===== src/design/sha256_pkg.sv =====
// shared types, constants and round functions for the sha-256 message hasher
package sha256_pkg;

    localparam int WordW  = 32;
    localparam int Rounds = 64;

    // one input item
    typedef struct packed {
        logic [31:0] message_word;
        logic [5:0]  valid_bits;
        logic        final_word;
    } t_in_item;

    // one result item
    typedef struct packed {
        logic [31:0] digest_word;
        logic [2:0]  word_index;
        logic        last_of_digest;
    } t_out_item;

    typedef enum logic [2:0] {
        S_IDLE,
        S_PAD,
        S_ROUND,
        S_UPDATE,
        S_OUT
    } t_state;

    // where the controller is within the message and its padding
    typedef enum logic [2:0] {
        PH_MSG,
        PH_ONE,
        PH_ZERO,
        PH_LEN_LO,
        PH_DIGEST
    } t_phase;

    // source of a word pushed into the schedule window
    typedef enum logic [2:0] {
        PS_WORD,
        PS_ONE,
        PS_ZERO,
        PS_LEN_HI,
        PS_LEN_LO
    } t_push_sel;

    typedef struct packed {
        logic      push;
        t_push_sel push_sel;
        logic      acc;
        logic      load_work;
        logic      round;
        logic      update;
        logic      clear;
        logic [2:0] out_idx;
    } t_cmd;

    typedef struct packed {
        logic wib_14;
        logic wib_15;
        logic round_last;
        logic full_final;
    } t_status;

    localparam logic [31:0] PadOne = 32'h8000_0000;

    function automatic logic [31:0] init_hash(input logic [2:0] i);
        case (i)
            3'd0:    init_hash = 32'h6a09e667;
            3'd1:    init_hash = 32'hbb67ae85;
            3'd2:    init_hash = 32'h3c6ef372;
            3'd3:    init_hash = 32'ha54ff53a;
            3'd4:    init_hash = 32'h510e527f;
            3'd5:    init_hash = 32'h9b05688c;
            3'd6:    init_hash = 32'h1f83d9ab;
            default: init_hash = 32'h5be0cd19;
        endcase
    endfunction

    function automatic logic [31:0] round_const(input logic [5:0] t);
        case (t)
            6'd0:  round_const = 32'h428a2f98; 6'd1:  round_const = 32'h71374491;
            6'd2:  round_const = 32'hb5c0fbcf; 6'd3:  round_const = 32'he9b5dba5;
            6'd4:  round_const = 32'h3956c25b; 6'd5:  round_const = 32'h59f111f1;
            6'd6:  round_const = 32'h923f82a4; 6'd7:  round_const = 32'hab1c5ed5;
            6'd8:  round_const = 32'hd807aa98; 6'd9:  round_const = 32'h12835b01;
            6'd10: round_const = 32'h243185be; 6'd11: round_const = 32'h550c7dc3;
            6'd12: round_const = 32'h72be5d74; 6'd13: round_const = 32'h80deb1fe;
            6'd14: round_const = 32'h9bdc06a7; 6'd15: round_const = 32'hc19bf174;
            6'd16: round_const = 32'he49b69c1; 6'd17: round_const = 32'hefbe4786;
            6'd18: round_const = 32'h0fc19dc6; 6'd19: round_const = 32'h240ca1cc;
            6'd20: round_const = 32'h2de92c6f; 6'd21: round_const = 32'h4a7484aa;
            6'd22: round_const = 32'h5cb0a9dc; 6'd23: round_const = 32'h76f988da;
            6'd24: round_const = 32'h983e5152; 6'd25: round_const = 32'ha831c66d;
            6'd26: round_const = 32'hb00327c8; 6'd27: round_const = 32'hbf597fc7;
            6'd28: round_const = 32'hc6e00bf3; 6'd29: round_const = 32'hd5a79147;
            6'd30: round_const = 32'h06ca6351; 6'd31: round_const = 32'h14292967;
            6'd32: round_const = 32'h27b70a85; 6'd33: round_const = 32'h2e1b2138;
            6'd34: round_const = 32'h4d2c6dfc; 6'd35: round_const = 32'h53380d13;
            6'd36: round_const = 32'h650a7354; 6'd37: round_const = 32'h766a0abb;
            6'd38: round_const = 32'h81c2c92e; 6'd39: round_const = 32'h92722c85;
            6'd40: round_const = 32'ha2bfe8a1; 6'd41: round_const = 32'ha81a664b;
            6'd42: round_const = 32'hc24b8b70; 6'd43: round_const = 32'hc76c51a3;
            6'd44: round_const = 32'hd192e819; 6'd45: round_const = 32'hd6990624;
            6'd46: round_const = 32'hf40e3585; 6'd47: round_const = 32'h106aa070;
            6'd48: round_const = 32'h19a4c116; 6'd49: round_const = 32'h1e376c08;
            6'd50: round_const = 32'h2748774c; 6'd51: round_const = 32'h34b0bcb5;
            6'd52: round_const = 32'h391c0cb3; 6'd53: round_const = 32'h4ed8aa4a;
            6'd54: round_const = 32'h5b9cca4f; 6'd55: round_const = 32'h682e6ff3;
            6'd56: round_const = 32'h748f82ee; 6'd57: round_const = 32'h78a5636f;
            6'd58: round_const = 32'h84c87814; 6'd59: round_const = 32'h8cc70208;
            6'd60: round_const = 32'h90befffa; 6'd61: round_const = 32'ha4506ceb;
            6'd62: round_const = 32'hbef9a3f7; default: round_const = 32'hc67178f2;
        endcase
    endfunction

    function automatic logic [31:0] rotr(input logic [31:0] v, input int n);
        rotr = (v >> n) | (v << (WordW - n));
    endfunction

endpackage


===== src/design/sha256_ctrl.sv =====
// controller state machine: message intake, padding sequence, rounds and digest output
module sha256_ctrl (
    input  logic                 i_clk,
    input  logic                 i_rst_n,
    input  logic                 i_valid,
    input  logic                 i_final,
    input  logic                 i_stall,
    input  sha256_pkg::t_status  i_status,
    output logic                 o_stall,
    output logic                 o_valid,
    output sha256_pkg::t_cmd     o_cmd
);
    import sha256_pkg::*;

    t_state     r_state, n_state;
    t_phase     r_phase, n_phase;
    logic [2:0] r_out_idx, n_out_idx;
    logic       in_xfer;
    logic       out_xfer;

    assign in_xfer  = i_valid && (r_state == S_IDLE);
    assign out_xfer = (r_state == S_OUT) && !i_stall;

    // state registers
    always_ff @(posedge i_clk) begin
        if (!i_rst_n) begin
            r_state   <= S_IDLE;
            r_phase   <= PH_MSG;
            r_out_idx <= 3'd0;
        end else begin
            r_state   <= n_state;
            r_phase   <= n_phase;
            r_out_idx <= n_out_idx;
        end
    end

    // next state
    always_comb begin
        n_state   = r_state;
        n_phase   = r_phase;
        n_out_idx = r_out_idx;
        case (r_state)
            S_IDLE: begin
                if (in_xfer) begin
                    if (i_final) begin
                        n_phase = i_status.full_final ? PH_ONE : PH_ZERO;
                    end
                    if (i_status.wib_15) begin
                        n_state = S_ROUND;
                    end else if (i_final) begin
                        n_state = S_PAD;
                    end
                end
            end
            S_PAD: begin
                case (r_phase)
                    PH_ONE:    n_phase = PH_ZERO;
                    PH_ZERO:   n_phase = i_status.wib_14 ? PH_LEN_LO : PH_ZERO;
                    PH_LEN_LO: n_phase = PH_DIGEST;
                    default:   n_phase = r_phase;
                endcase
                if (i_status.wib_15) begin
                    n_state = S_ROUND;
                end
            end
            S_ROUND: begin
                if (i_status.round_last) begin
                    n_state = S_UPDATE;
                end
            end
            S_UPDATE: begin
                case (r_phase)
                    PH_MSG:    n_state = S_IDLE;
                    PH_DIGEST: n_state = S_OUT;
                    default:   n_state = S_PAD;
                endcase
                n_out_idx = 3'd0;
            end
            S_OUT: begin
                if (out_xfer) begin
                    n_out_idx = r_out_idx + 3'd1;
                    if (r_out_idx == 3'd7) begin
                        n_state = S_IDLE;
                        n_phase = PH_MSG;
                    end
                end
            end
            default: n_state = S_IDLE;
        endcase
    end

    // outputs
    always_comb begin
        o_cmd         = '0;
        o_cmd.push_sel = PS_WORD;
        o_cmd.out_idx = r_out_idx;
        o_stall       = (r_state != S_IDLE);
        o_valid       = (r_state == S_OUT);
        case (r_state)
            S_IDLE: begin
                o_cmd.push      = in_xfer;
                o_cmd.acc       = in_xfer;
                o_cmd.load_work = in_xfer && i_status.wib_15;
            end
            S_PAD: begin
                o_cmd.push      = 1'b1;
                o_cmd.load_work = i_status.wib_15;
                case (r_phase)
                    PH_ONE:    o_cmd.push_sel = PS_ONE;
                    PH_ZERO:   o_cmd.push_sel = i_status.wib_14 ? PS_LEN_HI : PS_ZERO;
                    PH_LEN_LO: o_cmd.push_sel = PS_LEN_LO;
                    default:   o_cmd.push_sel = PS_ZERO;
                endcase
            end
            S_ROUND:  o_cmd.round  = 1'b1;
            S_UPDATE: o_cmd.update = 1'b1;
            S_OUT:    o_cmd.clear  = out_xfer && (r_out_idx == 3'd7);
            default:  o_cmd.round  = 1'b0;
        endcase
    end

endmodule


===== src/design/sha256_dp.sv =====
// datapath: bit counter, schedule window, working variables, round unit and chain value
module sha256_dp (
    input  logic                  i_clk,
    input  logic                  i_rst_n,
    input  sha256_pkg::t_in_item  i_item,
    input  sha256_pkg::t_cmd      i_cmd,
    output sha256_pkg::t_status   o_status,
    output sha256_pkg::t_out_item o_item
);
    import sha256_pkg::*;

    logic [31:0] r_chain [8];
    logic [31:0] r_work  [8];
    logic [31:0] r_win   [16];
    logic [3:0]  r_wib;
    logic [63:0] r_count;
    logic [5:0]  r_round;

    logic [5:0]  nbits;
    logic [31:0] keep;
    logic [31:0] push_word;
    logic [31:0] w_new;
    logic [31:0] t1;
    logic [31:0] t2;

    // saturate the valid bit count of a final word
    assign nbits = (i_item.valid_bits > 6'd32) ? 6'd32 : i_item.valid_bits;
    assign keep  = ~(32'hffff_ffff >> nbits[4:0]);

    // word that goes into the window
    always_comb begin
        case (i_cmd.push_sel)
            PS_WORD: begin
                if (!i_item.final_word || nbits[5]) begin
                    push_word = i_item.message_word;
                end else begin
                    push_word = (i_item.message_word & keep) | (PadOne >> nbits[4:0]);
                end
            end
            PS_ONE:    push_word = PadOne;
            PS_LEN_HI: push_word = r_count[63:32];
            PS_LEN_LO: push_word = r_count[31:0];
            default:   push_word = 32'd0;
        endcase
    end

    // message schedule expansion and round function
    assign w_new = (rotr(r_win[14], 17) ^ rotr(r_win[14], 19) ^ (r_win[14] >> 10))
                 + r_win[9]
                 + (rotr(r_win[1], 7) ^ rotr(r_win[1], 18) ^ (r_win[1] >> 3))
                 + r_win[0];
    assign t1 = r_work[7] + (rotr(r_work[4], 6) ^ rotr(r_work[4], 11) ^ rotr(r_work[4], 25))
              + ((r_work[4] & r_work[5]) ^ (~r_work[4] & r_work[6]))
              + round_const(r_round) + r_win[0];
    assign t2 = (rotr(r_work[0], 2) ^ rotr(r_work[0], 13) ^ rotr(r_work[0], 22))
              + ((r_work[0] & r_work[1]) ^ (r_work[0] & r_work[2]) ^ (r_work[1] & r_work[2]));

    // control counters
    always_ff @(posedge i_clk) begin
        if (!i_rst_n || i_cmd.clear) begin
            r_wib   <= 4'd0;
            r_count <= 64'd0;
            r_round <= 6'd0;
        end else begin
            if (i_cmd.push) begin
                r_wib <= r_wib + 4'd1;
            end
            if (i_cmd.acc) begin
                r_count <= r_count + (i_item.final_word ? {58'd0, nbits} : 64'd32);
            end
            if (i_cmd.load_work) begin
                r_round <= 6'd0;
            end else if (i_cmd.round) begin
                r_round <= r_round + 6'd1;
            end
        end
    end

    // schedule window as a shift line, oldest word at index 0
    always_ff @(posedge i_clk) begin
        if (i_cmd.push || i_cmd.round) begin
            for (int i = 0; i < 15; i++) begin
                r_win[i] <= r_win[i+1];
            end
            r_win[15] <= i_cmd.push ? push_word : w_new;
        end
    end

    // working variables
    always_ff @(posedge i_clk) begin
        if (!i_rst_n) begin
            for (int i = 0; i < 8; i++) begin
                r_work[i] <= 32'd0;
            end
        end else if (i_cmd.load_work) begin
            for (int i = 0; i < 8; i++) begin
                r_work[i] <= r_chain[i];
            end
        end else if (i_cmd.round) begin
            r_work[7] <= r_work[6];
            r_work[6] <= r_work[5];
            r_work[5] <= r_work[4];
            r_work[4] <= r_work[3] + t1;
            r_work[3] <= r_work[2];
            r_work[2] <= r_work[1];
            r_work[1] <= r_work[0];
            r_work[0] <= t1 + t2;
        end
    end

    // chain value
    always_ff @(posedge i_clk) begin
        if (!i_rst_n || i_cmd.clear) begin
            for (int i = 0; i < 8; i++) begin
                r_chain[i] <= init_hash(3'(i));
            end
        end else if (i_cmd.update) begin
            for (int i = 0; i < 8; i++) begin
                r_chain[i] <= r_chain[i] + r_work[i];
            end
        end
    end

    assign o_status.wib_14     = (r_wib == 4'd14);
    assign o_status.wib_15     = (r_wib == 4'd15);
    assign o_status.round_last = (r_round == 6'(Rounds - 1));
    assign o_status.full_final = nbits[5];

    assign o_item.digest_word    = r_chain[i_cmd.out_idx];
    assign o_item.word_index     = i_cmd.out_idx;
    assign o_item.last_of_digest = (i_cmd.out_idx == 3'd7);

endmodule


===== src/design/sha256_message_hasher.sv =====
// top level of the sha-256 message hasher
// Takes a message as big-endian 32-bit words and returns its SHA-256 digest as eight
// words, index 0 first. The final word is marked and gives how many leading bits are
// valid (values above 32 count as 32), so lengths are exact to the bit. A word that
// does not complete a 16-word block is taken without a stall; a word that completes
// one stalls the input for the 64 rounds (one per cycle in the round unit) and the
// chain update. After the final word the block pushes one padding word per cycle,
// compressing each full block the same way, then shows the digest words one transfer
// per cycle while the receiver does not stall; input is stalled until the eighth word
// is taken, after which the block is ready for a new message.
module sha256_message_hasher (
    input  logic                  i_clk,
    input  logic                  i_rst_n,
    input  logic                  i_valid,
    output logic                  o_stall,
    input  sha256_pkg::t_in_item  i_in_data,
    output logic                  o_valid,
    input  logic                  i_stall,
    output sha256_pkg::t_out_item o_out_data
);
    import sha256_pkg::*;

    t_cmd    cmd;
    t_status status;

    sha256_ctrl u_ctrl (
        .i_clk    (i_clk),
        .i_rst_n  (i_rst_n),
        .i_valid  (i_valid),
        .i_final  (i_in_data.final_word),
        .i_stall  (i_stall),
        .i_status (status),
        .o_stall  (o_stall),
        .o_valid  (o_valid),
        .o_cmd    (cmd)
    );

    sha256_dp u_dp (
        .i_clk    (i_clk),
        .i_rst_n  (i_rst_n),
        .i_item   (i_in_data),
        .i_cmd    (cmd),
        .o_status (status),
        .o_item   (o_out_data)
    );

endmodule


===== config.mk =====
export PLATFORM = sky130hd
export DESIGN_NAME = sha256_message_hasher
export DESIGN_NICKNAME = d
export VERILOG_FILES = /design/src/design/sha256_pkg.sv /design/src/design/sha256_ctrl.sv /design/src/design/sha256_dp.sv /design/src/design/sha256_message_hasher.sv
export SDC_FILE = /design/constraint.sdc
export NUM_CORES = 2
export LEC_CHECK = 0
export BUFFER_PORTS_ARGS = -buffer_cell sky130_fd_sc_hd__buf_4
export CAP_MARGIN = 20
export CORE_AREA = 10 10 264 518
export CTS_CLUSTER_SIZE = 8
export DETAILED_ROUTE_END_ITERATION = 10
export DIE_AREA = 0 0 274 528
export PLACE_DENSITY = 0.71
export SLEW_MARGIN = 20
export SYNTH_ARGS = -nofsm -noshare
export SYNTH_HDL_FRONTEND = slang
export SYNTH_HIERARCHICAL = 1
export SYNTH_SLANG_ARGS = --single-unit
export TNS_END_PERCENT = 100

===== constraint.sdc =====
create_clock -name i_clk -period 9.6 [get_ports i_clk]
set_input_delay 0.48 -clock i_clk [delete_from_list [all_inputs] [get_ports i_clk]]
set_output_delay 0.48 -clock i_clk [all_outputs]
set_load 0.02 [all_outputs]

======== Yosys cells after proc, flatten, opt, wreduce, memory -nomap -nowiden ========
Memory sizes are Yosys's and may differ from the RTL's. A register that Yosys moved wholly into a read port is not among the register bits.
Cells that the tools add are included.
word-level totals
  bits in registers ....................... 83
  latch bits .............................. 0
  RAM bits ................................ 1024
  bits in read-only memories .............. 2048
  input bits .............................. 43
  output and inout port bits .............. 38
  logic and storage cells ................. 213
  memories ................................ 4
cells by class
  add/subtract/negate cells ............... 22
  $mul .................................... 0
  divide/modulo/power cells ............... 0
  magnitude comparators ................... 1
  equal/unequal tests ..................... 23
  shift operators ......................... 2
  muxes and demuxes ....................... 81
  bitwise gates (word level) .............. 54
  reductions and logical operators ........ 20
memories
  memory           depth  bits a word  read ports  clocked after memory_dff  wr ports  line              source
  (no name shown)  64     32           1           1                         0         sha256_pkg.sv:81  case (t)
  u_dp.r_win       16     32           16          0                         16        sha256_dp.sv:14   logic [31:0] r_win [16];
  u_dp.r_chain     8      32           9           1                         8         sha256_dp.sv:12   logic [31:0] r_chain [8];
  u_dp.r_work      8      32           8           0                         8         sha256_dp.sv:13   logic [31:0] r_work [8];
operators with widths
  cell                                                number
  two-way mux 32 bit                                  34
  adder 32 bit                                        18
  XOR 32 bit                                          9
  bitwise AND 32 bit                                  6
  case mux 32 bit (4 select lines)                    1
  adder 64 bit                                        1
  inverter 32 bit                                     2
  >> shifter 32 x 5 -> 32 bit (first input constant)  2
  two-way mux 3 bit                                   13
  bitwise OR 10 x 32 -> 32 bit                        1
  bitwise OR 13 x 32 -> 32 bit                        1
  bitwise OR 14 x 32 -> 32 bit                        1
  bitwise OR 15 x 32 -> 32 bit                        1
  bitwise OR 19 x 32 -> 32 bit                        1
  bitwise OR 21 x 32 -> 32 bit                        1
  bitwise OR 25 x 32 -> 32 bit                        1
  bitwise OR 26 x 32 -> 32 bit                        1
  bitwise OR 30 x 32 -> 32 bit                        1
  bitwise OR 32 bit                                   1
  bitwise OR 7 x 32 -> 32 bit                         1
  XOR 32 x 22 -> 32 bit                               1
  XOR 32 x 29 -> 32 bit                               1
  case mux 3 bit (3 select lines)                     3
  two-way mux 6 bit                                   4
  28 further kinds                                    97

======== Depth between registers and ports, before layout ========
An unclocked memory read counts as a cell.
  word-level depth ........................ 10
  depth in mapped cells ................... 32

======== Modules after synthesis ========
Netlist, hierarchy kept.
modules (own cells, without submodules)
  module       times used  cells an instance  area an instance (µm²)
  sha256_dp    1           6215               69242.7
  sha256_ctrl  1           82                 630.6

======== Worst setup path before layout ========
Ideal clock, no wire load.
  path kind ............................... flip-flop to flip-flop
  start ................................... reg u_ctrl.r_state[1]
  end ..................................... mem u_dp.r_win[0][0] (enable)
  data arrival time ....................... 8205 ps
  data required time ...................... 8933 ps
  slack ................................... 729 ps
  stages on the path, launching flop included .. 8
  path buffers ............................ 4
  path through ............................ dfxtp_1 -> clkbuf_1 -> nand2b_1 -> nor2_1 -> clkbuf_1 -> buf_1 -> buf_1 -> or2_2
RTL lines
  item                    line               source
  from (decl)             sha256_ctrl.sv:15  t_state r_state, n_state;
  from (signal assigned)  sha256_ctrl.sv:31  r_state <= n_state;
  to (decl)               sha256_dp.sv:14

==> impl_metrics.json <==
{
  "rsz0062_at_grt": "no",
  "power_density_mw_per_mm2": 275.0,
  "cts_sinks": 1139,
  "synth_warnings": 6,
  "path_max_fanout": 6,
  "synthArstFlopShare": 0,
  "tritoncts": "done",
  "fp.dieArea_mm2": 0.1447,
  "num_vias": 52560,
  "drc": 0,
  "path_class": "reg -> reg",
  "cpLargestDelayFamily": "compound AO/OA/AOI/OAI gates",
  "cp.required_ns": 10.11,
  "crit_slowest_cell": "a221oi_1",
  "dp_hpwl_um": 193600,
  "syn_area_mm2": 0.06987,
  "synth_area_leader_cell": "edfxtp_1",
  "drt_pass1_iterations": 9,
  "cts_max_path_buffers": 3,
  "fill_cells": 10550,
  "drtIter0Drc": 4710,
  "slew_headroom": 0.1763,
  "synth_top_area_share": 0.4126,
  "setup_violations": 0,
  "worst_pin_slew_ns": 1.223,
  "rrSetupSlack_ns": 1.25,
  "leakagePower_nw": 29.02,
  "synth-seq-cells": 1139,
  "skew_ns": 0.05073,
  "wl_per_cell_um": 31.23,
  "gp_congestion": 1.043,
  "timing.critical_path.buf_inv": 3,
  "finalSetupTns_ns": 0,
  "reg2regPathDepth": 27,
  "area_growth_pct": 10.43,
  "holdCritPathClass": "in -> reg",
  "clk_pin_slew_worst_paths_ns": 0.05,
  "hold_depth": 4,
  "peakVddDrop_mv": 0.2833,
  "hold_viol": 0,
  "syn_inst": 6297,
  "grt_pass1_vias": 54010,
  "arrival_ns": 8.86,
  "slew_viol_final": 0,
  "die_y_um": 528,
  "synth_edf_count": 960,
  "min_period_ns": 8.345,
  "drive_gt1_frac": 0.08674,
  "cts_max_level": 4,
  "antenna_found_initial": 13,
  "core_area_mm2": 0.1282,
  "yosys_most_used_dff": "edfxtp_1",
  "worst_slack_ns": 1.255,
  "postRouteAntennaNets": 0,
  "io_buffers": 80,
  "synth_nets": 6936,
  "layout.cells.non_filler": 8153,
  "synth-seq-area-share": 0.4639,
  "yosysUniqueCellTypes": 97,
  "numCtsBuffers": 160,
  "start_kind": "flip-flop",
  "worstHoldStart": "i_stall",
  "r2r_start": "u_dp/r_work[0][139]",
  "vias_per_cell": 6.446,
  "overflow": 0,
  "insertion_delay_ns": 0.80,
  "syn_avg_cell_area_um2": 11.10,
  "grt_usage": 0.3488,
  "status": "completed",
  "rows": 186,
  "period_share": 0.8693,
  "start_util": 0.5449,
  "cts.repair.resized": 0,
  "ys_top_cells_by_area": "edfxtp_1 (41%), ha_1 (7.2%), fa_1 (5.6%)",
  "grt_max_degree": 184,
  "root_buffer": "clkbuf_16",
  "pre_cts_ws_ns": 1.324,
  "crit_path_max_incr_delay_ns": 0.58,
  "nets": 6991,
  "max_freq_ghz": 0.1198,
  "max-cap-violations": 0,
  "cp_common_cell": "fa_1",
  "ios": 81,
  "drt_wl_total_um": 254600,
  "cp-end-kind": "flip-flop",
  "hold_path_end": "u_ctrl/r_out_idx[0]",
  "grt_pass1_wl_um": 364700,
  "place_inst": 7878,
  "die_width_um": 274,
  "r2r-end": "u_dp/r_work[0][30]"
}
[metrics by stage]
stage	hold slack [ns]	utilization	instance area [um2]	power, mW
detailed placement	0.4045	0.5646	72400	15.66
finish	0.05419	0.6017	77160	21.22
floorplan	0.4003	-	69870	12.97
global placement	0.4010	0.5644	72380	15.60
global route	0.08335	0.6017	77160	22.29
CTS	0.002966	0.6014	77120	21.18
[synthesized netlist by cell type, drive strengths merged (41+ instances only)]
library cell	count
clkbuf	257
nand4	42
o21bai	41
inv	261
dfxtp	179
nor2	405
xnor2	411
xor2	196
o211ai	47
a22o	142
o21a	52
mux2i	77
edfxtp	960
nor3	96
nand2	510
o21ai	420
and2	84
nor2b	61
nand2b	86
a211oi	50
a21o	176
mux4	64
fa	196
nand3	93
mux2	61
and3	48
a21oi	377
ha	400
[what timing repair did]
action                                 4_1_cts  5_1_grt
buffers inserted                             0        0
hold buffers                                 1        0
endpoints found under the hold margin        1        0
[flip-flops by register name, summed over array words and instances (netlist names), named ones only]
register / flops
u_dp/r_win: 512
u_dp/r_chain: 256
u_dp/r_work: 256
u_dp/r_count: 64
u_dp/r_round: 6
u_dp/r_wib: 4
u_ctrl/r_out_idx: 3
u_ctrl/r_phase: 3
u_ctrl/r_state: 3
[power breakdown]
part	switching [mW]	leakage [nW]	internal, mW	total (mW)
clock network	2.24	2.23	3.15	5.39
logic	5.50	16.1	3.81	9.31
registers	0.475	10.7	6.04	6.51
[cells in the final DEF (no fill, tap or decap), types with 16 or more instances in the layout]
cell type    n
clkbuf_16  161
inv_1      259
nand2_1    509
a22o_1     142
a21o_1     176
dfxtp_1    176
o21bai_1    41
nand2b_1    82
mux4_2      64
a211oi_1    48
fa_1       196
maj3_1      30
a211o_1     16
nor2b_1     59
a311oi_1    19
clkbuf_1    91
o21a_1      52
and2_1      81
ha_1       400
o211ai_1    47
o21ai_0    399
nor2_1     404
o31ai_1     22
a21oi_1    376
o311ai_0    17
edfxtp_1   960
mux2_2      61
o21ai_1     19
o22ai_1     36
xnor2_1    411
or3_1       32
a31oi_1     39
nand3_1     92
nand4_1     42
xor2_1     196
buf_4      179
a221oi_1    19
mux2i_1     77
and3_1      48
nor3_1      94
[final cells by class]
class	instances	area (um2)	area share
multi-input cells	4599	35450	0.4594
flip-flops and latches	1139	32420	0.4202
clock buffers	252	4370	0.05664
well taps	1692	2117	0.02744
repair buffers	189	1466	0.01901
inverters	263	987.2	0.01279
clock inverters	14	336.6	0.004362
diodes	5	12.51	0.0001622
[worst max-delay path by stage]
stage	end	slack [ns]	cells after the start	startpoint
floorplan	u_dp/r_win[0][0]	0.73	7	u_ctrl/r_state[1]
global placement	u_dp/r_work[0][155]	0.98	29	u_dp/r_work[0][141]
detailed placement	u_dp/r_work[0][30]	1.32	29	u_dp/r_work[0][140]
CTS	u_dp/r_work[0][30]	1.34	29	u_dp/r_work[0][140]
global route	u_dp/r_work[0][30]	0.97	29	u_dp/r_work[0][140]
finish	u_dp/r_work[0][30]	1.25	27	u_dp/r_work[0][139]
[tightest hold or removal path, delay by kind of cell]
kind / cells / cell delay [ns]
buffers and inverters: 1 / 0.10
AND/OR/NAND/NOR: 2 / 0.10
AO/OA/AOI/OAI: 1 / 0.10
[cells by family (layout without fill, tap and decap cells)]
kind of cell               Yosys count  in the layout  share of synthesized area
AOI/OAI and AO/OA                 1621           1621                     0.1526
and+or+nand+nor                   1543           1543                     0.1036
DFF                               1139           1139                     0.4639
adders and majority gates          626            626                     0.1321
xor gates and xnor gates           607            607                    0.07609
buffers and inverters              559            718                    0.03028
muxes                              202            202                    0.04149
other                                0              5                          0
[per-layer routing]
layer	track usage	share of wire
met1	0.3238	0.31
met5	0	0.000035
met3	0.05271	0.051
met4	0.3562	0.12
met2	0.6257	0.52
Power figures use the tool's default switching activity.
